<file path="src/design/ampd_pkg.sv">
// shared constants and types for the accelerometer motion and posture detector
// no dependencies
package ampd_pkg;

    localparam int SAMPLE_BITS_DEF   = 16;
    localparam int FRACTION_BITS_DEF = 16;
    localparam int GAIN_BITS         = 16;
    localparam int ONE_G             = 16384;
    localparam int TIME_BITS         = 32;

    // configuration register indexes
    localparam logic [2:0] REG_FILTER_GAIN = 3'd0;
    localparam logic [2:0] REG_MAG_THRESH  = 3'd1;
    localparam logic [2:0] REG_TILT_THRESH = 3'd2;
    localparam logic [2:0] REG_HOLD_TIME   = 3'd3;
    localparam logic [2:0] REG_RECAL_TIME  = 3'd4;

    // operand select for the shared square-multiply unit
    typedef enum logic [2:0] {
        OP_AX, OP_AY, OP_AZ, OP_DX, OP_DY, OP_DZ
    } sq_sel_t;

    // operand select for the filter gain step
    typedef enum logic [1:0] {
        FS_MEAN, FS_GX, FS_GY, FS_GZ
    } flt_sel_t;

    // controller to datapath commands
    typedef struct packed {
        logic     load;       // capture input transaction
        logic     seed;       // seed filters from sample
        logic     sq_clr;     // clear sum of squares
        logic     sq_acc;     // accumulate one square
        sq_sel_t  sq_sel;
        logic     rt_start;   // start square root on sum
        logic     rt_step;    // one square root iteration
        logic     mag_take;   // keep root as magnitude
        logic     dev_calc;   // deviation and tilt differences
        logic     flt_mul;    // multiply stage of filter update
        logic     flt_upd;    // accumulate stage of filter update
        flt_sel_t flt_sel;
        logic     decide;     // final flags and result register
    } ampd_cmd_t;

    // datapath to controller status
    typedef struct packed {
        logic rt_done;
        logic primed;
    } ampd_sts_t;

endpackage

</file>
<file path="src/design/ampd_ctrl.sv">
// controller state machine for the motion and posture detector
// depends on ampd_pkg
module ampd_ctrl (
    input  logic               clk,
    input  logic               rst_n,
    input  logic               in_fire,
    input  logic               out_free,
    input  ampd_pkg::ampd_sts_t sts,
    output ampd_pkg::ampd_cmd_t cmd,
    output logic               busy
);
    import ampd_pkg::*;

    typedef enum logic [3:0] {
        S_IDLE, S_SQ, S_ROOT, S_DIFF, S_TSQ, S_TROOT, S_FMUL, S_FUPD, S_DONE
    } state_t;

    state_t      state_reg, state_next;
    logic [1:0]  cnt_reg, cnt_next;

    // next state and commands
    always_comb
    begin
        state_next = state_reg;
        cnt_next   = cnt_reg;
        cmd        = '0;
        cmd.sq_sel = OP_AX;
        cmd.flt_sel = FS_MEAN;
        case (state_reg)
            S_IDLE:
            begin
                if (in_fire)
                begin
                    cmd.load   = 1'b1;
                    cmd.sq_clr = 1'b1;
                    cnt_next   = 2'd0;
                    state_next = S_SQ;
                end
            end
            S_SQ:
            begin
                cmd.sq_acc = 1'b1;
                cmd.sq_sel = sq_sel_t'({1'b0, cnt_reg});
                if (cnt_reg == 2'd2)
                begin
                    state_next = S_ROOT;
                    cnt_next   = 2'd0;
                end
                else
                    cnt_next = cnt_reg + 2'd1;
            end
            S_ROOT:
            begin
                if (cnt_reg == 2'd0)
                begin
                    cmd.rt_start = 1'b1;
                    cnt_next     = 2'd1;
                end
                else if (sts.rt_done)
                begin
                    cmd.mag_take = 1'b1;
                    cmd.seed     = !sts.primed;
                    state_next   = S_DIFF;
                end
                else
                    cmd.rt_step = 1'b1;
            end
            S_DIFF:
            begin
                cmd.dev_calc = 1'b1;
                cmd.sq_clr   = 1'b1;
                cnt_next     = 2'd0;
                state_next   = S_TSQ;
            end
            S_TSQ:
            begin
                cmd.sq_acc = 1'b1;
                cmd.sq_sel = sq_sel_t'(3'd3 + {1'b0, cnt_reg});
                if (cnt_reg == 2'd2)
                begin
                    state_next = S_TROOT;
                    cnt_next   = 2'd0;
                end
                else
                    cnt_next = cnt_reg + 2'd1;
            end
            S_TROOT:
            begin
                if (cnt_reg == 2'd0)
                begin
                    cmd.rt_start = 1'b1;
                    cnt_next     = 2'd1;
                end
                else if (sts.rt_done)
                begin
                    cnt_next   = 2'd0;
                    state_next = S_FMUL;
                end
                else
                    cmd.rt_step = 1'b1;
            end
            S_FMUL:
            begin
                cmd.flt_mul = 1'b1;
                cmd.flt_sel = flt_sel_t'(cnt_reg);
                state_next  = S_FUPD;
            end
            S_FUPD:
            begin
                cmd.flt_upd = 1'b1;
                cmd.flt_sel = flt_sel_t'(cnt_reg);
                cnt_next    = cnt_reg + 2'd1;
                state_next  = (cnt_reg == 2'd3) ? S_DONE : S_FMUL;
            end
            S_DONE:
            begin
                if (out_free)
                begin
                    cmd.decide = 1'b1;
                    state_next = S_IDLE;
                end
            end
            default: state_next = S_IDLE;
        endcase
    end

    // state register
    always_ff @(posedge clk or negedge rst_n)
    begin
        if (!rst_n)
        begin
            state_reg <= S_IDLE;
            cnt_reg   <= 2'd0;
        end
        else
        begin
            state_reg <= state_next;
            cnt_reg   <= cnt_next;
        end
    end

    assign busy = (state_reg != S_IDLE);

endmodule

</file>
<file path="src/design/ampd_dp.sv">
// datapath: square accumulator, bit-serial square root, filters, timers
// depends on ampd_pkg
module ampd_dp #(
    parameter int SAMPLE_BITS   = ampd_pkg::SAMPLE_BITS_DEF,
    parameter int FRACTION_BITS = ampd_pkg::FRACTION_BITS_DEF
) (
    input  logic                     clk,
    input  logic                     rst_n,
    input  ampd_pkg::ampd_cmd_t      cmd,
    output ampd_pkg::ampd_sts_t      sts,
    input  logic [SAMPLE_BITS-1:0]   in_x,
    input  logic [SAMPLE_BITS-1:0]   in_y,
    input  logic [SAMPLE_BITS-1:0]   in_z,
    input  logic [31:0]              in_time,
    input  logic [15:0]              filter_gain,
    input  logic [15:0]              mag_thresh,
    input  logic [16:0]              tilt_thresh,
    input  logic [19:0]              hold_time,
    input  logic [19:0]              recal_time,
    output logic [79:0]              result
);
    import ampd_pkg::*;

    localparam int SQ_W  = 2 * SAMPLE_BITS + 1;        // one square of a difference
    localparam int SUM_W = SQ_W + 2;                   // sum of three
    localparam int RT_W  = (SUM_W + 1) / 2;            // root width
    localparam int RT_N  = (SUM_W + 1) / 2;            // iterations
    localparam int RC_W  = $clog2(RT_N + 1);
    localparam int D_W   = SAMPLE_BITS + 1;            // difference width
    localparam int ST_W  = SAMPLE_BITS + FRACTION_BITS + 2; // filter state, signed
    localparam int DF_W  = ST_W + 1;
    localparam int PR_W  = DF_W + GAIN_BITS + 1;

    // captured sample
    logic signed [SAMPLE_BITS-1:0] ax_reg, ay_reg, az_reg;
    logic [31:0]                   now_reg;

    // filter state
    logic signed [ST_W-1:0] mean_reg, gx_reg, gy_reg, gz_reg;
    logic                   primed_reg;
    logic [31:0]            last_act_reg, recal_end_reg, quiet_st_reg;

    // work registers
    logic signed [D_W-1:0]  dx_reg, dy_reg, dz_reg;
    logic [SUM_W-1:0]       sum_reg;
    logic [RT_W-1:0]        mag_reg, dev_reg;
    logic [SUM_W-1:0]       rem_reg;
    logic [SUM_W-1:0]       res_reg;
    logic [RC_W-1:0]        rcnt_reg;
    logic signed [PR_W-1:0] prod_reg;
    logic [79:0]            result_reg;

    // square operand select
    logic signed [D_W-1:0] sq_op;
    always_comb
    begin
        case (cmd.sq_sel)
            OP_AX:   sq_op = D_W'(ax_reg);
            OP_AY:   sq_op = D_W'(ay_reg);
            OP_AZ:   sq_op = D_W'(az_reg);
            OP_DX:   sq_op = dx_reg;
            OP_DY:   sq_op = dy_reg;
            OP_DZ:   sq_op = dz_reg;
            default: sq_op = '0;
        endcase
    end
    logic signed [2*D_W-1:0] sq_full;
    assign sq_full = sq_op * sq_op;

    // square root iteration, one result bit per pair of input bits
    logic [SUM_W-1:0] rt_bit, rt_trial;
    assign rt_bit   = SUM_W'(1) << (2 * (RT_N - 32'(rcnt_reg)));
    assign rt_trial = res_reg + rt_bit;

    // filter select
    logic signed [ST_W-1:0] f_state;
    logic signed [ST_W-1:0] f_target;
    always_comb
    begin
        case (cmd.flt_sel)
            FS_MEAN: begin f_state = mean_reg; f_target = ST_W'({1'b0, mag_reg}); end
            FS_GX:   begin f_state = gx_reg;   f_target = ST_W'(ax_reg); end
            FS_GY:   begin f_state = gy_reg;   f_target = ST_W'(ay_reg); end
            FS_GZ:   begin f_state = gz_reg;   f_target = ST_W'(az_reg); end
            default: begin f_state = mean_reg; f_target = '0; end
        endcase
    end
    logic signed [DF_W-1:0] f_diff;
    assign f_diff = DF_W'(f_target <<< FRACTION_BITS) - DF_W'(f_state);
    logic signed [PR_W-1:0] f_prod;
    assign f_prod = PR_W'(f_diff) * PR_W'($signed({1'b0, filter_gain}));
    logic signed [ST_W-1:0] f_new;
    assign f_new = f_state + ST_W'(prod_reg >>> GAIN_BITS);

    // integer part of the mean and signed deviation of the magnitude
    logic signed [ST_W-1:0]  mean_int;
    logic signed [RT_W+1:0]  dev_s;
    assign mean_int = mean_reg >>> FRACTION_BITS;
    assign dev_s    = $signed({2'b00, mag_reg}) - (RT_W+2)'(mean_int);

    // decision logic
    logic        posture, active, moving, recal;
    logic [31:0] now_last, recal_end_new, recal_diff;
    assign posture       = {1'b0, res_reg} > (SUM_W+1)'(tilt_thresh);
    assign active        = ((RT_W+1)'(dev_reg) > (RT_W+1)'(mag_thresh)) || posture;
    assign now_last      = now_reg - last_act_reg;
    assign moving        = active || (now_last < {12'd0, hold_time});
    assign recal_end_new = now_reg + {12'd0, hold_time} + {12'd0, recal_time};
    assign recal_diff    = (active && posture ? recal_end_new : recal_end_reg) - now_reg;
    assign recal         = (recal_diff != 32'd0) && !recal_diff[31];

    always_ff @(posedge clk or negedge rst_n)
    begin
        if (!rst_n)
        begin
            primed_reg    <= 1'b0;
            mean_reg      <= ST_W'(ONE_G) <<< FRACTION_BITS;
            gx_reg        <= '0;
            gy_reg        <= '0;
            gz_reg        <= ST_W'(ONE_G) <<< FRACTION_BITS;
            last_act_reg  <= '0;
            recal_end_reg <= '0;
            quiet_st_reg  <= '0;
        end
        else
        begin
            if (cmd.seed)
            begin
                primed_reg   <= 1'b1;
                mean_reg     <= ST_W'({1'b0, res_reg[RT_W-1:0]}) <<< FRACTION_BITS;
                gx_reg       <= ST_W'(ax_reg) <<< FRACTION_BITS;
                gy_reg       <= ST_W'(ay_reg) <<< FRACTION_BITS;
                gz_reg       <= ST_W'(az_reg) <<< FRACTION_BITS;
                quiet_st_reg <= now_reg;
            end
            if (cmd.flt_upd)
            begin
                case (cmd.flt_sel)
                    FS_MEAN: mean_reg <= f_new;
                    FS_GX:   gx_reg   <= f_new;
                    FS_GY:   gy_reg   <= f_new;
                    FS_GZ:   gz_reg   <= f_new;
                    default: mean_reg <= f_new;
                endcase
            end
            if (cmd.decide && active)
            begin
                last_act_reg <= now_reg;
                quiet_st_reg <= now_reg;
                if (posture)
                    recal_end_reg <= recal_end_new;
            end
        end
    end

    // payload and work registers
    always_ff @(posedge clk)
    begin
        if (cmd.load)
        begin
            ax_reg  <= in_x;
            ay_reg  <= in_y;
            az_reg  <= in_z;
            now_reg <= in_time;
        end
        if (cmd.sq_clr)
            sum_reg <= '0;
        else if (cmd.sq_acc)
            sum_reg <= sum_reg + SUM_W'(sq_full);
        if (cmd.rt_start)
        begin
            rem_reg  <= sum_reg;
            res_reg  <= '0;
            rcnt_reg <= RC_W'(1);
        end
        else if (cmd.rt_step)
        begin
            if (rem_reg >= rt_trial)
            begin
                rem_reg <= rem_reg - rt_trial;
                res_reg <= (res_reg >> 1) + rt_bit;
            end
            else
                res_reg <= res_reg >> 1;
            rcnt_reg <= rcnt_reg + RC_W'(1);
        end
        if (cmd.mag_take)
            mag_reg <= res_reg[RT_W-1:0];
        if (cmd.dev_calc)
        begin
            dev_reg <= dev_s[RT_W+1] ? RT_W'(-dev_s) : RT_W'(dev_s);
            dx_reg  <= D_W'(ax_reg) - D_W'(gx_reg >>> FRACTION_BITS);
            dy_reg  <= D_W'(ay_reg) - D_W'(gy_reg >>> FRACTION_BITS);
            dz_reg  <= D_W'(az_reg) - D_W'(gz_reg >>> FRACTION_BITS);
        end
        if (cmd.flt_mul)
            prod_reg <= f_prod;
        if (cmd.decide)
        begin
            result_reg[0]     <= moving;
            result_reg[1]     <= recal;
            result_reg[2]     <= posture;
            result_reg[18:3]  <= 16'(mag_reg);
            result_reg[34:19] <= 16'(dev_reg);
            result_reg[66:35] <= moving ? 32'd0 : now_reg - quiet_st_reg;
            result_reg[67]    <= moving || recal;
            result_reg[79:68] <= '0;
        end
    end

    assign sts.rt_done = (rcnt_reg == RC_W'(RT_N + 1));
    assign sts.primed  = primed_reg;
    assign result      = result_reg;

endmodule

</file>
<file path="src/design/accel_motion_posture_detector.sv">
// Accelerometer motion and posture detector, one result per sample.
// From input transaction to result register: three square accumulations, a
// bit-serial square root, a difference step, three more square accumulations,
// a second root and four filter updates; each root: SAMPLE_BITS+2 steps, start, finish.
// One sample at a time; the next is accepted once the result register is written.
// rst_n clears filters to their defaults, timers to zero, config registers to defaults.
module accel_motion_posture_detector #(
    parameter int SAMPLE_BITS   = ampd_pkg::SAMPLE_BITS_DEF,
    parameter int FRACTION_BITS = ampd_pkg::FRACTION_BITS_DEF
) (
    input  logic                       clk,
    input  logic                       rst_n,
    input  logic                       s_axis_tvalid,
    output logic                       s_axis_tready,
    // accel_x, accel_y, accel_z, time_now
    input  logic [((3*SAMPLE_BITS+32+7)/8)*8-1:0] s_axis_tdata,
    output logic                       m_axis_tvalid,
    input  logic                       m_axis_tready,
    // moving, recalibrating, posture_flag, magnitude, deviation, quiet_time, fast_adapt
    output logic [71:0]                m_axis_tdata,
    input  logic                       cfg_valid,
    output logic                       cfg_ready,
    input  logic [2:0]                 cfg_index,
    input  logic [19:0]                cfg_data
);
    import ampd_pkg::*;

    ampd_cmd_t   cmd;
    ampd_sts_t   sts;
    logic        busy;
    logic        out_valid_reg;
    logic [79:0] result;
    logic [15:0] gain_reg, mthr_reg;
    logic [16:0] tthr_reg;
    logic [19:0] hold_reg, recal_reg;

    assign s_axis_tready = !busy;
    assign cfg_ready     = 1'b1;

    // configuration registers
    always_ff @(posedge clk or negedge rst_n)
    begin
        if (!rst_n)
        begin
            gain_reg  <= 16'd3277;
            mthr_reg  <= 16'd819;
            tthr_reg  <= 17'd3277;
            hold_reg  <= 20'd2000;
            recal_reg <= 20'd30000;
        end
        else if (cfg_valid)
        begin
            case (cfg_index)
                REG_FILTER_GAIN: gain_reg  <= cfg_data[15:0];
                REG_MAG_THRESH:  mthr_reg  <= cfg_data[15:0];
                REG_TILT_THRESH: tthr_reg  <= cfg_data[16:0];
                REG_HOLD_TIME:   hold_reg  <= cfg_data;
                REG_RECAL_TIME:  recal_reg <= cfg_data;
                default:         ;
            endcase
        end
    end

    // output valid
    always_ff @(posedge clk or negedge rst_n)
    begin
        if (!rst_n)
            out_valid_reg <= 1'b0;
        else if (cmd.decide)
            out_valid_reg <= 1'b1;
        else if (m_axis_tready)
            out_valid_reg <= 1'b0;
    end

    ampd_ctrl u_ctrl (
        .clk      (clk),
        .rst_n    (rst_n),
        .in_fire  (s_axis_tvalid),
        .out_free (!out_valid_reg || m_axis_tready),
        .sts      (sts),
        .cmd      (cmd),
        .busy     (busy)
    );

    ampd_dp #(
        .SAMPLE_BITS   (SAMPLE_BITS),
        .FRACTION_BITS (FRACTION_BITS)
    ) u_dp (
        .clk         (clk),
        .rst_n       (rst_n),
        .cmd         (cmd),
        .sts         (sts),
        .in_x        (s_axis_tdata[SAMPLE_BITS-1:0]),
        .in_y        (s_axis_tdata[2*SAMPLE_BITS-1:SAMPLE_BITS]),
        .in_z        (s_axis_tdata[3*SAMPLE_BITS-1:2*SAMPLE_BITS]),
        .in_time     (s_axis_tdata[3*SAMPLE_BITS+31:3*SAMPLE_BITS]),
        .filter_gain (gain_reg),
        .mag_thresh  (mthr_reg),
        .tilt_thresh (tthr_reg),
        .hold_time   (hold_reg),
        .recal_time  (recal_reg),
        .result      (result)
    );

    assign m_axis_tvalid = out_valid_reg;
    assign m_axis_tdata  = result[71:0];

endmodule
</file>
<file path="config.mk">
export PLATFORM = sky130hd
export DESIGN_NAME = accel_motion_posture_detector
export DESIGN_NICKNAME = d
export VERILOG_FILES = /design/src/design/ampd_pkg.sv /design/src/design/ampd_ctrl.sv /design/src/design/ampd_dp.sv /design/src/design/accel_motion_posture_detector.sv
export SDC_FILE = /design/constraint.sdc
export NUM_CORES = 2
export LEC_CHECK = 0
export ABC_AREA = 1
export BUFFER_PORTS_ARGS = -buffer_cell sky130_fd_sc_hd__clkbuf_2
export CORE_MARGIN = 5
export CORE_UTILIZATION = 40
export CTS_BUF_LIST = sky130_fd_sc_hd__clkbuf_8
export DETAILED_ROUTE_END_ITERATION = 7
export GPL_TIMING_DRIVEN = 0
export HOLD_SLACK_MARGIN = 0.08
export PLACE_DENSITY_LB_ADDON = 0.08
export SLEW_MARGIN = 5
export SYNTH_ARGS = -nofsm -noshare
export SYNTH_HDL_FRONTEND = slang
export SYNTH_HIERARCHICAL = 1
export SYNTH_SLANG_ARGS = --single-unit
</file>
<file path="constraint.sdc">
create_clock -name clk -period 11.2 [get_ports clk]
set_input_delay 1.12 -clock clk [delete_from_list [all_inputs] [get_ports clk]]
set_output_delay 1.12 -clock clk [all_outputs]
set_load 0.02 [all_outputs]
</file>
Word-level counts from Yosys, hierarchy flattened
Cells that the tools add are included.
- $lt $le $gt $ge: 4
- muxes and demuxes: 61
- reduce and logical (&&, ||, !) cells: 34
- equal/unequal tests: 33
- $mul: 2
- add/subtract/negate cells: 20
- shift operators: 1
- operator list (operator ; number):
    $mux 34 ; 12
    $mux 35 ; 4
    $pmux 34 s4 ; 1
    $pmux 17 s6 ; 1
    $mux 32 ; 3
    $sub 32x32->32 ; 3
    $pmux 19 s4 ; 1
    $add 35x35->35 ; 2
    $add 32x20->32 ; 2
    $sub 16x17->17 ; 3
    $mul 35x17->50 ; 1
    $mux 4 ; 9
    $pmux 4 s9 ; 1
    $add 34x35->35 ; 1
    $ge 35x35->1 ; 1
    $gt 35x17->1 ; 1
    $shl 1x32->35 const A ; 1
    $sub 35x34->35 ; 1
    $sub 35x35->35 ; 1
    $add 34x34->34 ; 1
    $mul 17x17->34 ; 1
    $lt 32x20->1 ; 1
    $reduce_bool 32->1 ; 1
    $sub 19x18->20 ; 1
    other kinds (39) ; 101
- output and inout bits: 75
- input bits: 108
- logic and storage cells: 187
- flip-flop bits (word level): 724

Depth between registers and ports, before layout
- word-level depth: 8
- mapped depth: 49
- depth with buffers taken out: 47

Modules after synthesis
The synthesis kept the hierarchy.
- modules (own cells, without submodules) (module ; cells an instance ; area each (um^2) ; times used ; seq. area each (um^2)):
    ampd_dp ; 10238 ; 77530.6 ; 1 ; 16463.3
    accel_motion_posture_detector ; 405 ; 3669.8 ; 1 ; 2293.4
    ampd_ctrl ; 101 ; 640.6 ; 1 ; 150.1

Least setup slack after synthesis
OpenSTA, ideal clock, no wires.
- path type: input to register
- start point: in m_axis_tready
- end point: reg u_dp.recal_end_reg[11]
- stages on the path: 9
- data arrival time: 9.562 ns
- path slack: 1.555 ns
- library setup time: 0.083 ns
- buffers on the path: 1
- data required time: 11.117 ns
- cell sequence: inv_1 > nand2_1 > inv_1 > nor4_1 > nand2_1 > inv_1 > clkbuf_1 > nand2_1 > o21ai_0
- RTL lines (what ; line ; RTL):
    start, declared ; accel_motion_posture_detector.sv:18 ; input logic m_axis_tready,
    end signal, assigned ; ampd_dp.sv:151 ; recal_end_reg <= recal_end_new;
    end, declared ; ampd_dp.sv:41 ; logic [31:0] last_act_reg, recal_end_reg, quiet_st_reg;

==> Implementation_results.wiki <==
{| class="wikitable"
! Metric !! Value
|-
| Routed length on met3 || between 15,000 and 20,000 um
|-
| Result of the run || completed
|-
| Average detailed-routed wire length per instance || approximately 23 um
|-
| Worst skew pair latency || roughly 0.90 ns
|-
| First-pass GRT wire length || between 400,000 and 500,000 um
|-
| Via density || 5.31
|-
| Ys Warns || 6
|-
| Worst path required time || around 12 ns
|-
| Ratio of cells with drive above 1 in the final layout || ~7%
|-
| Die area || ~210,000 um2
|-
| Cell family contributing the most delay on the critical path || adder cells
|-
| Maximum number of pins on one net before global-route repair || about 100
|-
| Core ar. || slightly above 200,000 um2
|-
| Gr ovfl total || 0
|-
| Count of filler cells inserted in the layout || roughly 21,000
|-
| Number of clock sinks || about 710
|-
| Crit path buf inv count || 12
|-
| CTS tree || built
|-
| Final clock period utilization by the worst path || 97.3%
|-
| Path type of the worst min-delay path || in2async
|-
| Clock transition at the registers of the reported paths || around 0.070 ns
|-
| Fin nets || 12,600
|-
| Row Count || approximately 170
|-
| Synthesized instance count || around 11,000
|-
| CTS H-tree depth || 4
|-
| Final Max Slew Viols || 0
|-
| GRT Overall Usage || between 20% and 30%
|-
| Die height || between 400 and 500 um
|-
| Highest metal layer with signal wires || met4
|-
| I/O Buffers || 177
|-
| Setup repair after global routing missed its margin || no
|-
| Boundary pin count || ~180
|-
| Maximum clock insertion buffer count || 3
|-
| Most frequent cells in the layout || sky130_fd_sc_hd__nand2_1, sky130_fd_sc_hd__inv_1, sky130_fd_sc_hd__nor2_1
|-
| Post-Route M1 WL || 140,000 um
|-
| Flip-flop count of the largest register, all copies and words added || 68
|-
| Starting density of the core || about two fifths
|-
| Post-detailed-placement half-perimeter wirelength || between 200,000 and 300,000 um
|-
| Synth Area per Inst || 7.62 um2
|-
| Total CTS buffers || 138
|-
| Post-synthesis to final-layout area growth || 10.2%
|-
| Leading cell type in the layout, fill and taps excluded || sky130_fd_sc_hd__nand2_1
|-
| Routed Antenna Nets || 0
|-
| Worst Max-Slew Pin Slew || roughly 1.3 ns
|-
| Delay of the slowest cell on the worst path || between 0.5 and 0.6 ns
|-
| Number of violations reported at the end of detailed-routing iteration 0 || about 6,600
|-
| Final Hold Vio Count || 0
|-
| Drt total wl || 315,000 um
|-
| Final non-filler cell total || 13,900
|-
| Number of placed instances with taps included || 13,600
|-
| Library cell contributing the largest single delay on the critical path || sky130_fd_sc_hd__fa_1
|-
| Worst endpoint data arrival time || roughly 12 ns
|-
| Maximum clock frequency || 0.0918 GHz
|-
| Crit path time final || 10.89 ns
|-
| Setup violation total in the final timing report || 0
|-
| Post-synthesis instance area || 81,800 um2
|-
| Critical Path Source Type || flip-flop
|-
| Worst slew margin relative to its limit || a little over an eighth
|-
| Setup Crit Path Kind || reg2reg
|-
| Iteration count of the initial detailed-routing pass || 8
|-
| Vias || about 74,000
|-
| Antenna violations before repair || 6
|-
| Critical path fanouts, max || 10
|-
| DRC errors left || 0
|-
| Met2 WL post-DR || around 140,000 um
|-
| Skew final || around 0.053 ns
|-
| Routability-driven placement congestion ratio || ~0.97
|-
| Vias in the first global route || 73,800
|-
| Max-cap check violation count || 0
|-
| Die span in x || ~460 um
|-
| Root buffer cell || sky130_fd_sc_hd__clkbuf_8
|-
| Setup crit end kind || flip-flop
|}
[worst paths after layout]
kind	slack [ns]	cells after the start	startpoint	end
max	0.31	44	u_ctrl/state_reg[3]$_DFFE_PN0P_	u_dp/prod_reg[49]$_DFFE_PP_
min	0.23	1	rst_n	u_dp/quiet_st_reg[16]$_DFFE_PN0P_
max reg2reg	0.31	44	u_ctrl/state_reg[3]$_DFFE_PN0P_	u_dp/prod_reg[49]$_DFFE_PP_
min reg2reg	0.46	2	mthr_reg[8]$_DFFE_PN1P_	mthr_reg[8]$_DFFE_PN1P_
max in group asynchronous	9.58	3	rst_n	u_dp/gz_reg[30]$_DFF_PN1_
min in group clk	0.39	1	s_axis_tdata[33]	u_dp/az_reg[1]$_DFFE_PP_
[repair_timing]
action | 4_1_cts | 5_1_grt
gates resized for setup | 39 | 78
hold buffers | 0 | 0
setup buffers | 1 | 19
pin swaps | 2 | 8
setup endpoints to repair | 36 | 27
[worst reg2reg max path, delay by kind of cell (launching register included)]
family	cells	cell delay (ns)
DFF	1	0.46
AOI/OAI and AO/OA	9	1.98
adders and majority gates	8	3.86
buffers and inverters	12	1.80
and+or+nand+nor	15	2.52
[metrics by stage]
step                hold slack, ns  util (%)  worst slack [ns]  TNS (ns)  area [um2]
floorplan                    0.426         -              1.56         0       81800
global placement             0.443      42.2             -7.55   -882.08       86000
detailed placement           0.454      42.4             -1.44    -14.61       86500
CTS                          0.137      44.0            0.0188         0       89700
global route                 0.213      44.2           0.00712         0       90100
finish                       0.235      44.2             0.306         0       90100
[per-layer routing]
layer  global-route usage, %  vias to the layer above
met5                       0                        -
met4                    11.3                        0
met3                    3.52                      466
met2                    47.1                     2576
met1                    40.5                    36100
li1                        -                    34800
[final cells by class]
cell class,instances,area (um2),area share (%)
buffer,282,1290,1.43
multi-input combinational,7634,54100,60.0
antenna,6,15.0,0.0167
inverter,2113,7960,8.83
timing repair buffer,226,1480,1.64
clock inverter,98,848,0.941
sequential,708,18900,21.0
tap,2688,3360,3.73
clock buffer,157,2160,2.40
Power is left out: the tool's default activity adds up to more than one toggle a clock period on the data nets, which glitch-free logic cannot reach.
